File: src/hw/rtl/fmps_pkg.sv
`timescale 1ns / 1ps

package fmps_pkg;

	// Default number of synth channels.
	localparam int NUM_CHANNELS_DEF = 9;

	// Frequency window of one octave and the step that moves between octaves.
	localparam logic [9:0] FREQ_LOW  = 10'h156;
	localparam logic [9:0] FREQ_HIGH = 10'h2AE;
	localparam logic [9:0] FREQ_SPAN = FREQ_HIGH - FREQ_LOW;

	// Octave limits.
	localparam logic [2:0] OCT_MIN = 3'd0;
	localparam logic [2:0] OCT_MAX = 3'd7;

	// Key-on bit in the block/key register byte.
	localparam logic [7:0] KEY_ON_MASK = 8'h20;

	// Register kinds on the result channel.
	localparam logic REG_FREQ_LOW = 1'b0;
	localparam logic REG_BLOCK    = 1'b1;

	// Item operations.
	typedef enum logic [1:0] {
		OP_SET_NOTE   = 2'd0,
		OP_SET_TARGET = 2'd1,
		OP_PORTA      = 2'd2,
		OP_TONE       = 2'd3
	} opcode_t;

	// Stored state of one channel.
	typedef struct packed {
		logic [9:0] fnum;
		logic [2:0] octave;
		logic       key_on;
		logic [9:0] tfnum;
		logic [2:0] toctave;
		logic [6:0] speed;
		logic [7:0] dir;
	} chan_state_t;

	// Result of one item as seen by the output serializer.
	typedef struct packed {
		logic       emit;
		logic [7:0] freq_byte;
		logic [7:0] block_byte;
	} emit_t;

endpackage

File: src/hw/rtl/fmps_chan_state.sv
`timescale 1ns / 1ps

module fmps_chan_state #(
	parameter int NUM_CHANNELS = fmps_pkg::NUM_CHANNELS_DEF,
	parameter int IDX_W = (NUM_CHANNELS > 1) ? $clog2(NUM_CHANNELS) : 1
) (
	input  logic                 clk,
	input  logic                 arst_n,
	input  logic [IDX_W-1:0]     idx,
	input  logic                 wr_en,
	input  fmps_pkg::chan_state_t wr_data,
	output fmps_pkg::chan_state_t rd_data
);
	import fmps_pkg::*;

	chan_state_t state_q [NUM_CHANNELS];

	// Read the addressed channel.
	assign rd_data = state_q[idx];

	// Per-channel state, cleared by reset.
	always_ff @(posedge clk or negedge arst_n) begin
		if (!arst_n) begin
			for (int i = 0; i < NUM_CHANNELS; i++) begin
				state_q[i] <= '0;
			end
		end else if (wr_en) begin
			state_q[idx] <= wr_data;
		end
	end

endmodule

File: src/hw/rtl/fmps_slide_core.sv
`timescale 1ns / 1ps

module fmps_slide_core (
	input  fmps_pkg::opcode_t     opcode,
	input  logic [9:0]            fnum_in,
	input  logic [2:0]            octave_in,
	input  logic                  key_on_in,
	input  logic [6:0]            slide_speed_in,
	input  logic signed [7:0]     step_amount,
	input  fmps_pkg::chan_state_t cur,
	output fmps_pkg::chan_state_t nxt,
	output fmps_pkg::emit_t       res
);
	import fmps_pkg::*;

	logic [7:0]         step_sel;
	logic signed [11:0] sum;
	logic signed [11:0] f_adj;
	logic [2:0]         o_adj;
	logic [12:0]        pitch_new;
	logic [12:0]        pitch_tgt;
	logic               reached;
	logic [6:0]         spd_new;
	logic [12:0]        pitch_cur;
	logic [12:0]        pitch_set;
	logic [7:0]         dir_new;

	// Signed step: stored direction for a tone slide, item step otherwise.
	assign step_sel = (opcode == OP_TONE) ? cur.dir : step_amount;
	assign sum = $signed({2'b00, cur.fnum}) + $signed({{4{step_sel[7]}}, step_sel});

	// Wrap into the neighboring octave, or clamp at the lowest and highest octave.
	always_comb begin
		f_adj = sum;
		o_adj = cur.octave;
		if (sum < $signed({2'b00, FREQ_LOW})) begin
			if (cur.octave != OCT_MIN) begin
				o_adj = cur.octave - 3'd1;
				f_adj = sum + $signed({2'b00, FREQ_SPAN});
			end else begin
				f_adj = $signed({2'b00, FREQ_LOW});
			end
		end else if (sum > $signed({2'b00, FREQ_HIGH})) begin
			if (cur.octave != OCT_MAX) begin
				o_adj = cur.octave + 3'd1;
				f_adj = sum - $signed({2'b00, FREQ_SPAN});
			end else begin
				f_adj = $signed({2'b00, FREQ_HIGH});
			end
		end
	end

	// A tone slide stops once it reaches or passes its target.
	assign pitch_new = {o_adj, f_adj[9:0]};
	assign pitch_tgt = {cur.toctave, cur.tfnum};
	assign reached = step_sel[7] ? (pitch_new <= pitch_tgt) : (pitch_new >= pitch_tgt);

	// Slide direction for a new target.
	assign spd_new   = (slide_speed_in != 7'd0) ? slide_speed_in : cur.speed;
	assign pitch_cur = {cur.octave, cur.fnum};
	assign pitch_set = {octave_in, fnum_in};
	always_comb begin
		if (spd_new == 7'd0 || pitch_cur == pitch_set) begin
			dir_new = 8'd0;
		end else if (pitch_cur > pitch_set) begin
			dir_new = 8'd0 - {1'b0, spd_new};
		end else begin
			dir_new = {1'b0, spd_new};
		end
	end

	// Next channel state, whether the register bytes go out, and the bytes themselves.
	always_comb begin
		nxt = cur;
		res.emit = 1'b0;
		case (opcode)
			OP_SET_NOTE: begin
				nxt.fnum   = fnum_in;
				nxt.octave = octave_in;
				nxt.key_on = key_on_in;
				res.emit   = 1'b1;
			end
			OP_SET_TARGET: begin
				nxt.tfnum   = fnum_in;
				nxt.toctave = octave_in;
				nxt.speed   = spd_new;
				nxt.dir     = dir_new;
			end
			OP_PORTA: begin
				nxt.fnum   = f_adj[9:0];
				nxt.octave = o_adj;
				res.emit   = 1'b1;
			end
			OP_TONE: begin
				if (cur.dir != 8'd0) begin
					if (reached) begin
						nxt.fnum   = cur.tfnum;
						nxt.octave = cur.toctave;
					end else begin
						nxt.fnum   = f_adj[9:0];
						nxt.octave = o_adj;
					end
					res.emit = 1'b1;
				end
			end
			default: begin
				nxt = cur;
			end
		endcase

		// Register bytes from the updated state.
		res.freq_byte  = nxt.fnum[7:0];
		res.block_byte = {3'b000, nxt.octave, nxt.fnum[9:8]}
			| (nxt.key_on ? KEY_ON_MASK : 8'h00);
	end

endmodule

File: src/hw/rtl/fmps_out_buf.sv
`timescale 1ns / 1ps

module fmps_out_buf (
	input  logic            clk,
	input  logic            arst_n,
	input  logic            load,
	input  logic [3:0]      load_chan,
	input  fmps_pkg::emit_t load_res,
	output logic            can_load,
	output logic            valid,
	input  logic            stall,
	output logic [3:0]      out_chan,
	output logic            reg_kind,
	output logic [7:0]      reg_data,
	output logic            last_write
);
	import fmps_pkg::*;

	logic       valid_q;
	logic       second_q;
	logic [3:0] chan_q;
	logic [7:0] freq_q;
	logic [7:0] block_q;
	logic       out_take;

	assign out_take = valid_q && !stall;

	// A new pair fits when the buffer is empty or its last byte leaves now.
	assign can_load = !valid_q || (second_q && !stall);

	// Control: walk through the two bytes of a pair.
	always_ff @(posedge clk or negedge arst_n) begin
		if (!arst_n) begin
			valid_q  <= 1'b0;
			second_q <= 1'b0;
		end else if (load) begin
			valid_q  <= 1'b1;
			second_q <= 1'b0;
		end else if (out_take) begin
			if (second_q) begin
				valid_q  <= 1'b0;
				second_q <= 1'b0;
			end else begin
				second_q <= 1'b1;
			end
		end
	end

	// Payload of the pending pair.
	always_ff @(posedge clk) begin
		if (load) begin
			chan_q  <= load_chan;
			freq_q  <= load_res.freq_byte;
			block_q <= load_res.block_byte;
		end
	end

	assign valid      = valid_q;
	assign out_chan   = chan_q;
	assign reg_kind   = second_q ? REG_BLOCK : REG_FREQ_LOW;
	assign reg_data   = second_q ? block_q : freq_q;
	assign last_write = second_q;

endmodule

File: src/hw/rtl/fm_channel_pitch_slide_unit.sv
`timescale 1ns / 1ps
// An accepted item is registered in the item stage, then its register bytes load into the output
// buffer, which sends the frequency-low byte and then the block/key byte, holding each while stalled.
// Items that write registers are paced by the single output port that sends both bytes in turn; a new
// pair can load as the last byte of the previous one leaves, and items that write nothing do not wait.
// Reset: all channel state clears to zero and both stages empty.
module fm_channel_pitch_slide_unit #(
	parameter int NUM_CHANNELS = fmps_pkg::NUM_CHANNELS_DEF
) (
	input  logic        clk,
	input  logic        arst_n,
	input  logic        in_valid,
	output logic        in_stall,
	input  logic [1:0]  opcode,
	input  logic [3:0]  chan,
	input  logic [9:0]  fnum_in,
	input  logic [2:0]  octave_in,
	input  logic        key_on_in,
	input  logic [6:0]  slide_speed_in,
	input  logic signed [7:0] step_amount,
	output logic        out_valid,
	input  logic        out_stall,
	output logic [3:0]  out_chan,
	output logic        reg_kind,
	output logic [7:0]  reg_data,
	output logic        last_write
);
	import fmps_pkg::*;

	localparam int IDX_W = (NUM_CHANNELS > 1) ? $clog2(NUM_CHANNELS) : 1;

	logic              valid_s1;
	opcode_t           opcode_s1;
	logic [3:0]        chan_s1;
	logic [9:0]        fnum_s1;
	logic [2:0]        octave_s1;
	logic              key_on_s1;
	logic [6:0]        speed_s1;
	logic signed [7:0] step_s1;

	logic              in_range;
	logic              can_load;
	logic              adv_s1;
	logic              in_take;
	chan_state_t       cur_st;
	chan_state_t       nxt_st;
	emit_t             res;

	// The item stage moves on when its item writes no pair, or when the output can take its pair.
	assign in_range = 6'(chan_s1) < 6'(NUM_CHANNELS);
	assign adv_s1   = valid_s1 && (!(in_range && res.emit) || can_load);
	assign in_stall = valid_s1 && !adv_s1;
	assign in_take  = in_valid && !in_stall;

	// Item stage control.
	always_ff @(posedge clk or negedge arst_n) begin
		if (!arst_n) begin
			valid_s1 <= 1'b0;
		end else if (in_take) begin
			valid_s1 <= 1'b1;
		end else if (adv_s1) begin
			valid_s1 <= 1'b0;
		end
	end

	// Item stage payload.
	always_ff @(posedge clk) begin
		if (in_take) begin
			opcode_s1 <= opcode_t'(opcode);
			chan_s1   <= chan;
			fnum_s1   <= fnum_in;
			octave_s1 <= octave_in;
			key_on_s1 <= key_on_in;
			speed_s1  <= slide_speed_in;
			step_s1   <= step_amount;
		end
	end

	fmps_chan_state #(
		.NUM_CHANNELS(NUM_CHANNELS),
		.IDX_W       (IDX_W)
	) u_state (
		.clk    (clk),
		.arst_n (arst_n),
		.idx    (IDX_W'(chan_s1)),
		.wr_en  (adv_s1 && in_range),
		.wr_data(nxt_st),
		.rd_data(cur_st)
	);

	fmps_slide_core u_core (
		.opcode        (opcode_s1),
		.fnum_in       (fnum_s1),
		.octave_in     (octave_s1),
		.key_on_in     (key_on_s1),
		.slide_speed_in(speed_s1),
		.step_amount   (step_s1),
		.cur           (cur_st),
		.nxt           (nxt_st),
		.res           (res)
	);

	fmps_out_buf u_out (
		.clk       (clk),
		.arst_n    (arst_n),
		.load      (adv_s1 && in_range && res.emit),
		.load_chan (chan_s1),
		.load_res  (res),
		.can_load  (can_load),
		.valid     (out_valid),
		.stall     (out_stall),
		.out_chan  (out_chan),
		.reg_kind  (reg_kind),
		.reg_data  (reg_data),
		.last_write(last_write)
	);

endmodule

File: config.mk
export PLATFORM = sky130hd
export DESIGN_NAME = fm_channel_pitch_slide_unit
export DESIGN_NICKNAME = d
export VERILOG_FILES = /design/src/hw/rtl/fmps_pkg.sv /design/src/hw/rtl/fmps_chan_state.sv /design/src/hw/rtl/fmps_slide_core.sv /design/src/hw/rtl/fmps_out_buf.sv /design/src/hw/rtl/fm_channel_pitch_slide_unit.sv
export SDC_FILE = /design/constraint.sdc
export NUM_CORES = 1
export LEC_CHECK = 0
export BUFFER_PORTS_ARGS = -buffer_cell sky130_fd_sc_hd__buf_4
export CAP_MARGIN = 15
export CORE_UTILIZATION = 50
export DETAILED_ROUTE_END_ITERATION = 8
export PLACE_DENSITY = 0.63
export SKIP_LAST_GASP = 1
export SLEW_MARGIN = 20
export SYNTH_ARGS = -nofsm -noshare
export SYNTH_HDL_FRONTEND = slang
export SYNTH_SLANG_ARGS = --single-unit
File: constraint.sdc
create_clock -name clk -period 12.9 [get_ports clk]
set_input_delay 1.29 -clock clk [delete_from_list [all_inputs] [get_ports clk]]
set_output_delay 1.29 -clock clk [all_outputs]
set_load 0.02 [all_outputs]
Yosys cells after proc, flatten, opt, wreduce, memory -nomap -nowiden --
Cells that the tools add are included.
Word-level totals: register bits 436
Operators by class: reduce and logical (&&, ||, !) cells 27, equality and inequality tests 5, $lt $le $gt $ge 8, bitwise gates (word level) 2, add/sub/neg operators 6, mux-type cells 37
Operator list (count):
- bitwise mux 378 bit | 1
- binary-select mux 42 bit (select 4 bit) | 1
- demux 42 bit (select 4 bit) | 1
- 2-to-1 mux 42 bit | 3
- 2-to-1 mux 10 bit | 4
- case mux 13 bit (3 select lines) | 1
- 2-to-1 mux 8 bit | 4
- 2-to-1 mux 28 bit | 1
- 2-to-1 mux 13 bit | 2
- equality test 13 bit | 1
- greater-or-equal comparator 13 bit | 1
- > comparator 13 bit | 1
- <= comparator 13 bit | 1
- adder 11 x 8 -> 12 bit | 1
- > comparator 12 x 11 -> 1 bit, second input constant | 1
- < comparator 12 x 10 -> 1 bit, second input constant | 1
- 2-to-1 mux 1 bit | 12
- 2-to-1 mux 3 bit | 4
- adder 10 bit, second input constant | 1
- subtractor 10 bit, second input constant | 1
- logical AND 1 bit | 9
- OR 5 x 8 -> 8 bit | 1
- nonzero test 8 bit | 1
- subtractor 1 x 7 -> 8 bit, first input constant | 1
- 21 further kinds | 30

Longest topological paths before layout --
word-level depth 16, mapped depth 40, depth with buffers taken out 33

Cells and area by module --
From an unflattened synthesis, not the netlist that was laid out.
Unflattened totals: cell total of the unflattened synthesis 1805, area total of the unflattened synthesis 22696.8 µm²
Modules (own cells, without submodules):
- fmps_chan_state | instances 1, cells an instance 1196, sequential area each 9459.1 µm², area an instance 17282.8 µm²
- fmps_slide_core | instances 1, cells an instance 526, sequential area each 0.0 µm², area an instance 3467.1 µm²
- fm_channel_pitch_slide_unit | instances 1, cells an instance 44, sequential area each 1076.0 µm², area an instance 1134.8 µm²
- fmps_out_buf | instances 1, cells an instance 39, sequential area each 650.6 µm², area an instance 812.0 µm²

Worst setup path before layout --
OpenSTA, ideal clock, no wires.
path type register -> register, start point register chan_s1[0], end point register u_out.freq_q[0], data pin, buffers on the path 9, arrival 8.234 ns, setup slack 4.407 ns, clock period less this slack 8.493 ns, cell stages (with the launch flop) 40, cells stage by stage edfxtp_1 buf_6 buf_12 buf_2 buf_2 buf_2 buf_2 buf_2 mux4_2 nand2_1 o21ai_0 ha_1 fa_1 a21oi_1 o21bai_1 xnor3_1 inv_1 ha_1 [... 4 more ...] a31o_1 buf_2 a22oi_1 nand2b_1 ha_1 nor2b_1 o21a_1 o21a_1 o21ai_0 a2111oi_0 o22ai_1 xnor2_1 nor2_1 clkbuf_1 nor3_1 a222oi_1 o21a_1 inv_1
RTL lines:
- start: declaration | RTL line fm_channel_pitch_slide_unit.sv:34 | logic [3:0] chan_s1;
- start signal: assignment | RTL line fm_channel_pitch_slide_unit.sv:70 | chan_s1 <= chan;
- end signal: assignment | RTL line fmps_out_buf.sv:53 | freq_q <= load_res.freq_byte;
- end: declaration | RTL line fmps_out_buf.sv:22 | logic [7:0] freq_q;

Worst setup path in the final report --
start point register chan_s1[3], end point register u_state.state_q[372] in the netlist's numbering
On the way: cells in the longest elaborated chain, start to end 16, elaborated cells between the ends (all ways) 43
RTL lines:
- inverter 4 -> 5 bit (implied by the code) | RTL line fmps_chan_state.sv:19, fmps_chan_state.sv:28
- binary-select mux 42 bit (select 4 bit) | RTL line fmps_chan_state.sv:19 | assign rd_data = state_q[idx];
- 2-to-1 mux 42 bit (implied by the code) (2 in series) | RTL line fmps_chan_state.sv:19
- 2-to-1 mux 8 bit | RTL line fmps_slide_core.sv:29 | assign step_sel = (opcode == OP_TONE) ? cur.dir : step_amount;
- adder 11 x 8 -> 12 bit | RTL line fmps_slide_core.sv:30 | assign sum = $signed({2'b00, cur.fnum}) + $signed({{4{step_sel[7]}}, step_sel});
- subtractor 10 bit | RTL line fmps_slide_core.sv:46 | f_adj = sum - $signed({2'b00, FREQ_SPAN});
- 2-to-1 mux 10 bit | RTL line fmps_slide_core.sv:44 | if (cur.octave != OCT_MAX) begin
- 2-to-1 mux 10 bit | RTL line fmps_slide_core.sv:43 | end else if (sum > $signed({2'b00, FREQ_HIGH})) begin
- 2-to-1 mux 10 bit | RTL line fmps_slide_core.sv:36 | if (sum < $signed({2'b00, FREQ_LOW})) begin
- greater-or-equal comparator 13 bit or <= comparator 13 bit (tied branches) | RTL line fmps_slide_core.sv:56 | assign reached = step_sel[7] ? (pitch_new <= pitch_tgt) : (pitch_new >= pitch_tgt);
- 2-to-1 mux 1 bit | RTL line fmps_slide_core.sv:56
- 2-to-1 mux 13 bit | RTL line fmps_slide_core.sv:96 | if (reached) begin
- 2-to-1 mux 13 bit | RTL line fmps_slide_core.sv:95 | if (cur.dir != 8'd0) begin
- case mux 13 bit (3 select lines) | RTL line fmps_slide_core.sv:76 | case (opcode)
- bitwise mux 378 bit | RTL line fmps_chan_state.sv:28 | state_q[idx] <= wr_data;
- end signal: indexed assignment | RTL line fmps_chan_state.sv:28
- end: declaration | RTL line fmps_chan_state.sv:16 | chan_state_t state_q [NUM_CHANNELS];
Parallel ways exist; a longest one is shown, timed or not. The select of a mux whose other input is x is not followed. A chain may end at the register's enable or synchronous reset.

==> flow_summary.ini <==
[clocking]
hold_buffers = 0
post_cts_resized = 0
cts.reportedPaths.clkPinSlew_ns = 0.06
cts_buffers = 46
postCtsSetupBuffers = 0
clkSinkCount = 434
cts.htree.levels = 2
insertion_delay_ns = 0.59
cts_tree = built
clock_path_buffers = 3
cts-root-buf = clkbuf_16

[synthesis]
synth_top_area_share_pct = 43.63
synth_seq_cells = 434
ys_types = 105
synthArstFlopShare_pct = 87.79
netlist_instances = 1947
synth_seq_area_share_pct = 50.91
synth_nets = 2028
synthTopCellsByCount = dfrtp_1, nand2_1, o21ai_0
yosys_warnings = 0
syn_area_per_cell_um2 = 11.22
synth.most_common_cell = dfrtp_1
synth-edff-count = 53
synth.area.top_cells = dfrtp_1, mux2_2, mux4_2
mappedNetlistArea_um2 = 21850
yosys.area.top_type = dfrtp_1
synth_flop_cell = dfrtp_1

[sta]
tightest_slew_ns = 1.104
fin_crit_ns = 9.763
fin_tns_setup_ns = 0
report.final.slew_viol_count = 0
rsz0062_at_grt = false
fmax_ghz = 0.1024
post-route-period-util_pct = 75.68
setup_viol = 0
slew_headroom_pct = 25.71
hold_viol = 0
finClkSkew_ns = 0.02920

[worst_setup_path]
crit_type = reg -> reg
r2r_start = chan_s1[3]
worstRegToRegCells = 30
critPathMaxStageDelay_ns = 0.94
r2r_slack_ns = 3.14
r2r-end = u_state.state_q[372]
crit_top_cell = o21ai_0
crit_buf_inv = 2
slowest_stage = edfxtp_1
critPathMaxFanout = 38
critPathTopFamily = compound AO/OA/AOI/OAI gates
cp-end-kind = register
crit_path_start_kind = register
critical_path_arrival_ns = 10.16
critPathRequiredTime_ns = 13.30

[floorplan]
die-height_um = 211.1
start_util_pct = 50.73
die_x_um = 211.1
die_area_um2 = 44550
row_count = 76
coreArea_um2 = 43080
io_pins = 55

[route]
met3WireLength_mm = 3.519
totalWireLength_mm = 61.56
drt-vias-per-instance = 6.063
top_layer = met5
drc = 0
vias = 15670
drtPass1Iterations = 7
antenna_left = 0
drt_iter0_drc = 1433
wl_met2_mm = 28.91
drt-met1-wl_mm = 27.42
routedWlPerCell_um = 23.82

[cells_and_area]
drive_above_1_share_pct = 21.86
areaGrowthSynthToFinish_pct = 10.71
num_antenna_cells = 0
num-nets-final = 2043
layout.cells.non_filler = 2584

[power_and_ir_drop]
power.switching_mw = 2.205
pwr-share-seq_pct = 38.3
power_mw = 5.876
swShare_pct = 37.53
combPwrFrac_pct = 40.2
internal_power_mw = 3.670
p_per_area_nw_per_um2 = 242.9
peakVddDrop_uv = 130.5
p_leak_nw = 10.71
p_clk_share_pct = 21.5

[placement]
gp_congestion = 0.9300
portBuffers = 54
dp_cells = 2499
dp_hpwl_mm = 40.04

[global_route]
grt_pass1_vias = 15600
antenna_found_initial = 1
grtUsageTotal_pct = 28.50
grt_first_pass_wirelength_mm = 95.10
grt.overflow.total = 0
grt_max_degree = 160

[run_status]
outcome = completed

[hold_path]
holdCritPathClass = reg -> reg
min_to = u_state.state_q[70]
hp-start = u_state.state_q[70]
worstHoldPathCells = 2

[job]
cap_violations = 0
-- metrics by stage --
stage	util, %	hold slack (ns)	area [µm²]	setup slack, ns
after floorplan	-	0.4206	21850	4.407
after global placement	52.82	0.4533	22750	3.534
after detailed placement	52.82	0.4630	22750	3.393
after CTS	56.16	0.4775	24190	3.352
after global routing	56.16	0.4910	24190	2.559
final	56.16	0.4727	24190	3.137
-- registers in the layout, summed over array words and instances (netlist names) --
| signal | cells |
|---|---|
| key_on_s1 | 1 |
| chan_s1 | 4 |
| opcode_s1 | 2 |
| u_out.freq_q | 8 |
| u_out.last_write | 1 |
| u_out.out_chan | 4 |
| u_out.block_q | 6 |
| u_state.state_q | 378 |
| valid_s1 | 1 |
| fnum_s1 | 10 |
| step_s1 | 8 |
| u_out.valid | 1 |
| octave_s1 | 3 |
| speed_s1 | 7 |
-- cells by family (layout without fill, tap and decap cells) --
group,count (synthesis),after routing,synth area share (%)
buffers and inverters,178,230,3.641
and+or+nand+nor,519,519,10.13
AOI/OAI and AO/OA,487,487,14.59
adders and majority gates,42,42,2.439
DFF,434,434,50.91
muxes,268,268,17.34
xor gates and xnor gates,19,19,0.9447
-- worst register-to-register path, delay by kind of cell, from the launching register on --
kind,cells,cell delay (ns)
compound gates,18,5.19
xor+xnor,1,0.23
fa+ha+maj,3,1.08
buf+inv,2,0.80
flops,1,0.94
simple gates,6,1.33
-- worst max-delay path by stage --
stage,from,end,slack (ns),cells past startpoint
finish,chan_s1[3],u_state.state_q[372],3.14,30
global route,chan_s1[2],u_state.state_q[77],2.56,34
CTS,chan_s1[3],u_state.state_q[330],3.35,30
detailed placement,chan_s1[3],u_state.state_q[371],3.39,31
global placement,chan_s1[3],u_out.freq_q[3],3.53,31
floorplan,chan_s1[0],u_out.freq_q[0],4.41,39
-- cell type report --
type	count	area, µm²
multi-input combinational	1335	9991
tap	585	732.0
timing repair buffer	91	703.2
sequential	434	11130
clock buffer	75	1363
clock inverter	10	76.32
inverter	54	202.7
fill	3658	18880
-- power by group through the flow --
stage | clock network [mW] | registers [mW] | logic [mW]
after detailed placement | 0 | 2.27 | 2.33
after global placement | 0 | 2.24 | 2.30
after CTS | 1.29 | 2.25 | 2.34
after global routing | 1.34 | 2.32 | 2.59
final | 1.26 | 2.25 | 2.36
after floorplan | 0 | 2.17 | 1.74
-- placed cells by master, fill, tap and decap left out, types with 8 or more instances in the layout --
cell	synthesis	routed
clkbuf_16	0	48
clkbuf_1	85	21
o21ai_1	23	24
mux2_2	153	153
edfxtp_1	53	53
a22oi_1	42	42
dfrtp_1	381	381
o21ai_0	231	230
o22ai_1	8	8
nand3_1	13	9
nor2b_1	11	10
inv_1	52	52
nand2_1	340	339
buf_4	6	89
a22o_1	11	11
ha_1	41	41
mux4_2	71	71
nor3_1	20	20
xnor2_1	13	13
o21a_1	15	15
a21oi_1	52	52
nor2_1	73	71
mux2i_1	32	32
nand2b_1	10	10
mux2_1	11	11
-- layer usage --
metal	vias to the layer above	GRT usage [%]
li1	7078	-
met1	7992	40.16
met2	484	45.68
met3	110	3.970
met4	2	9.145
met5	-	0
(Power assumes the default switching activity.)
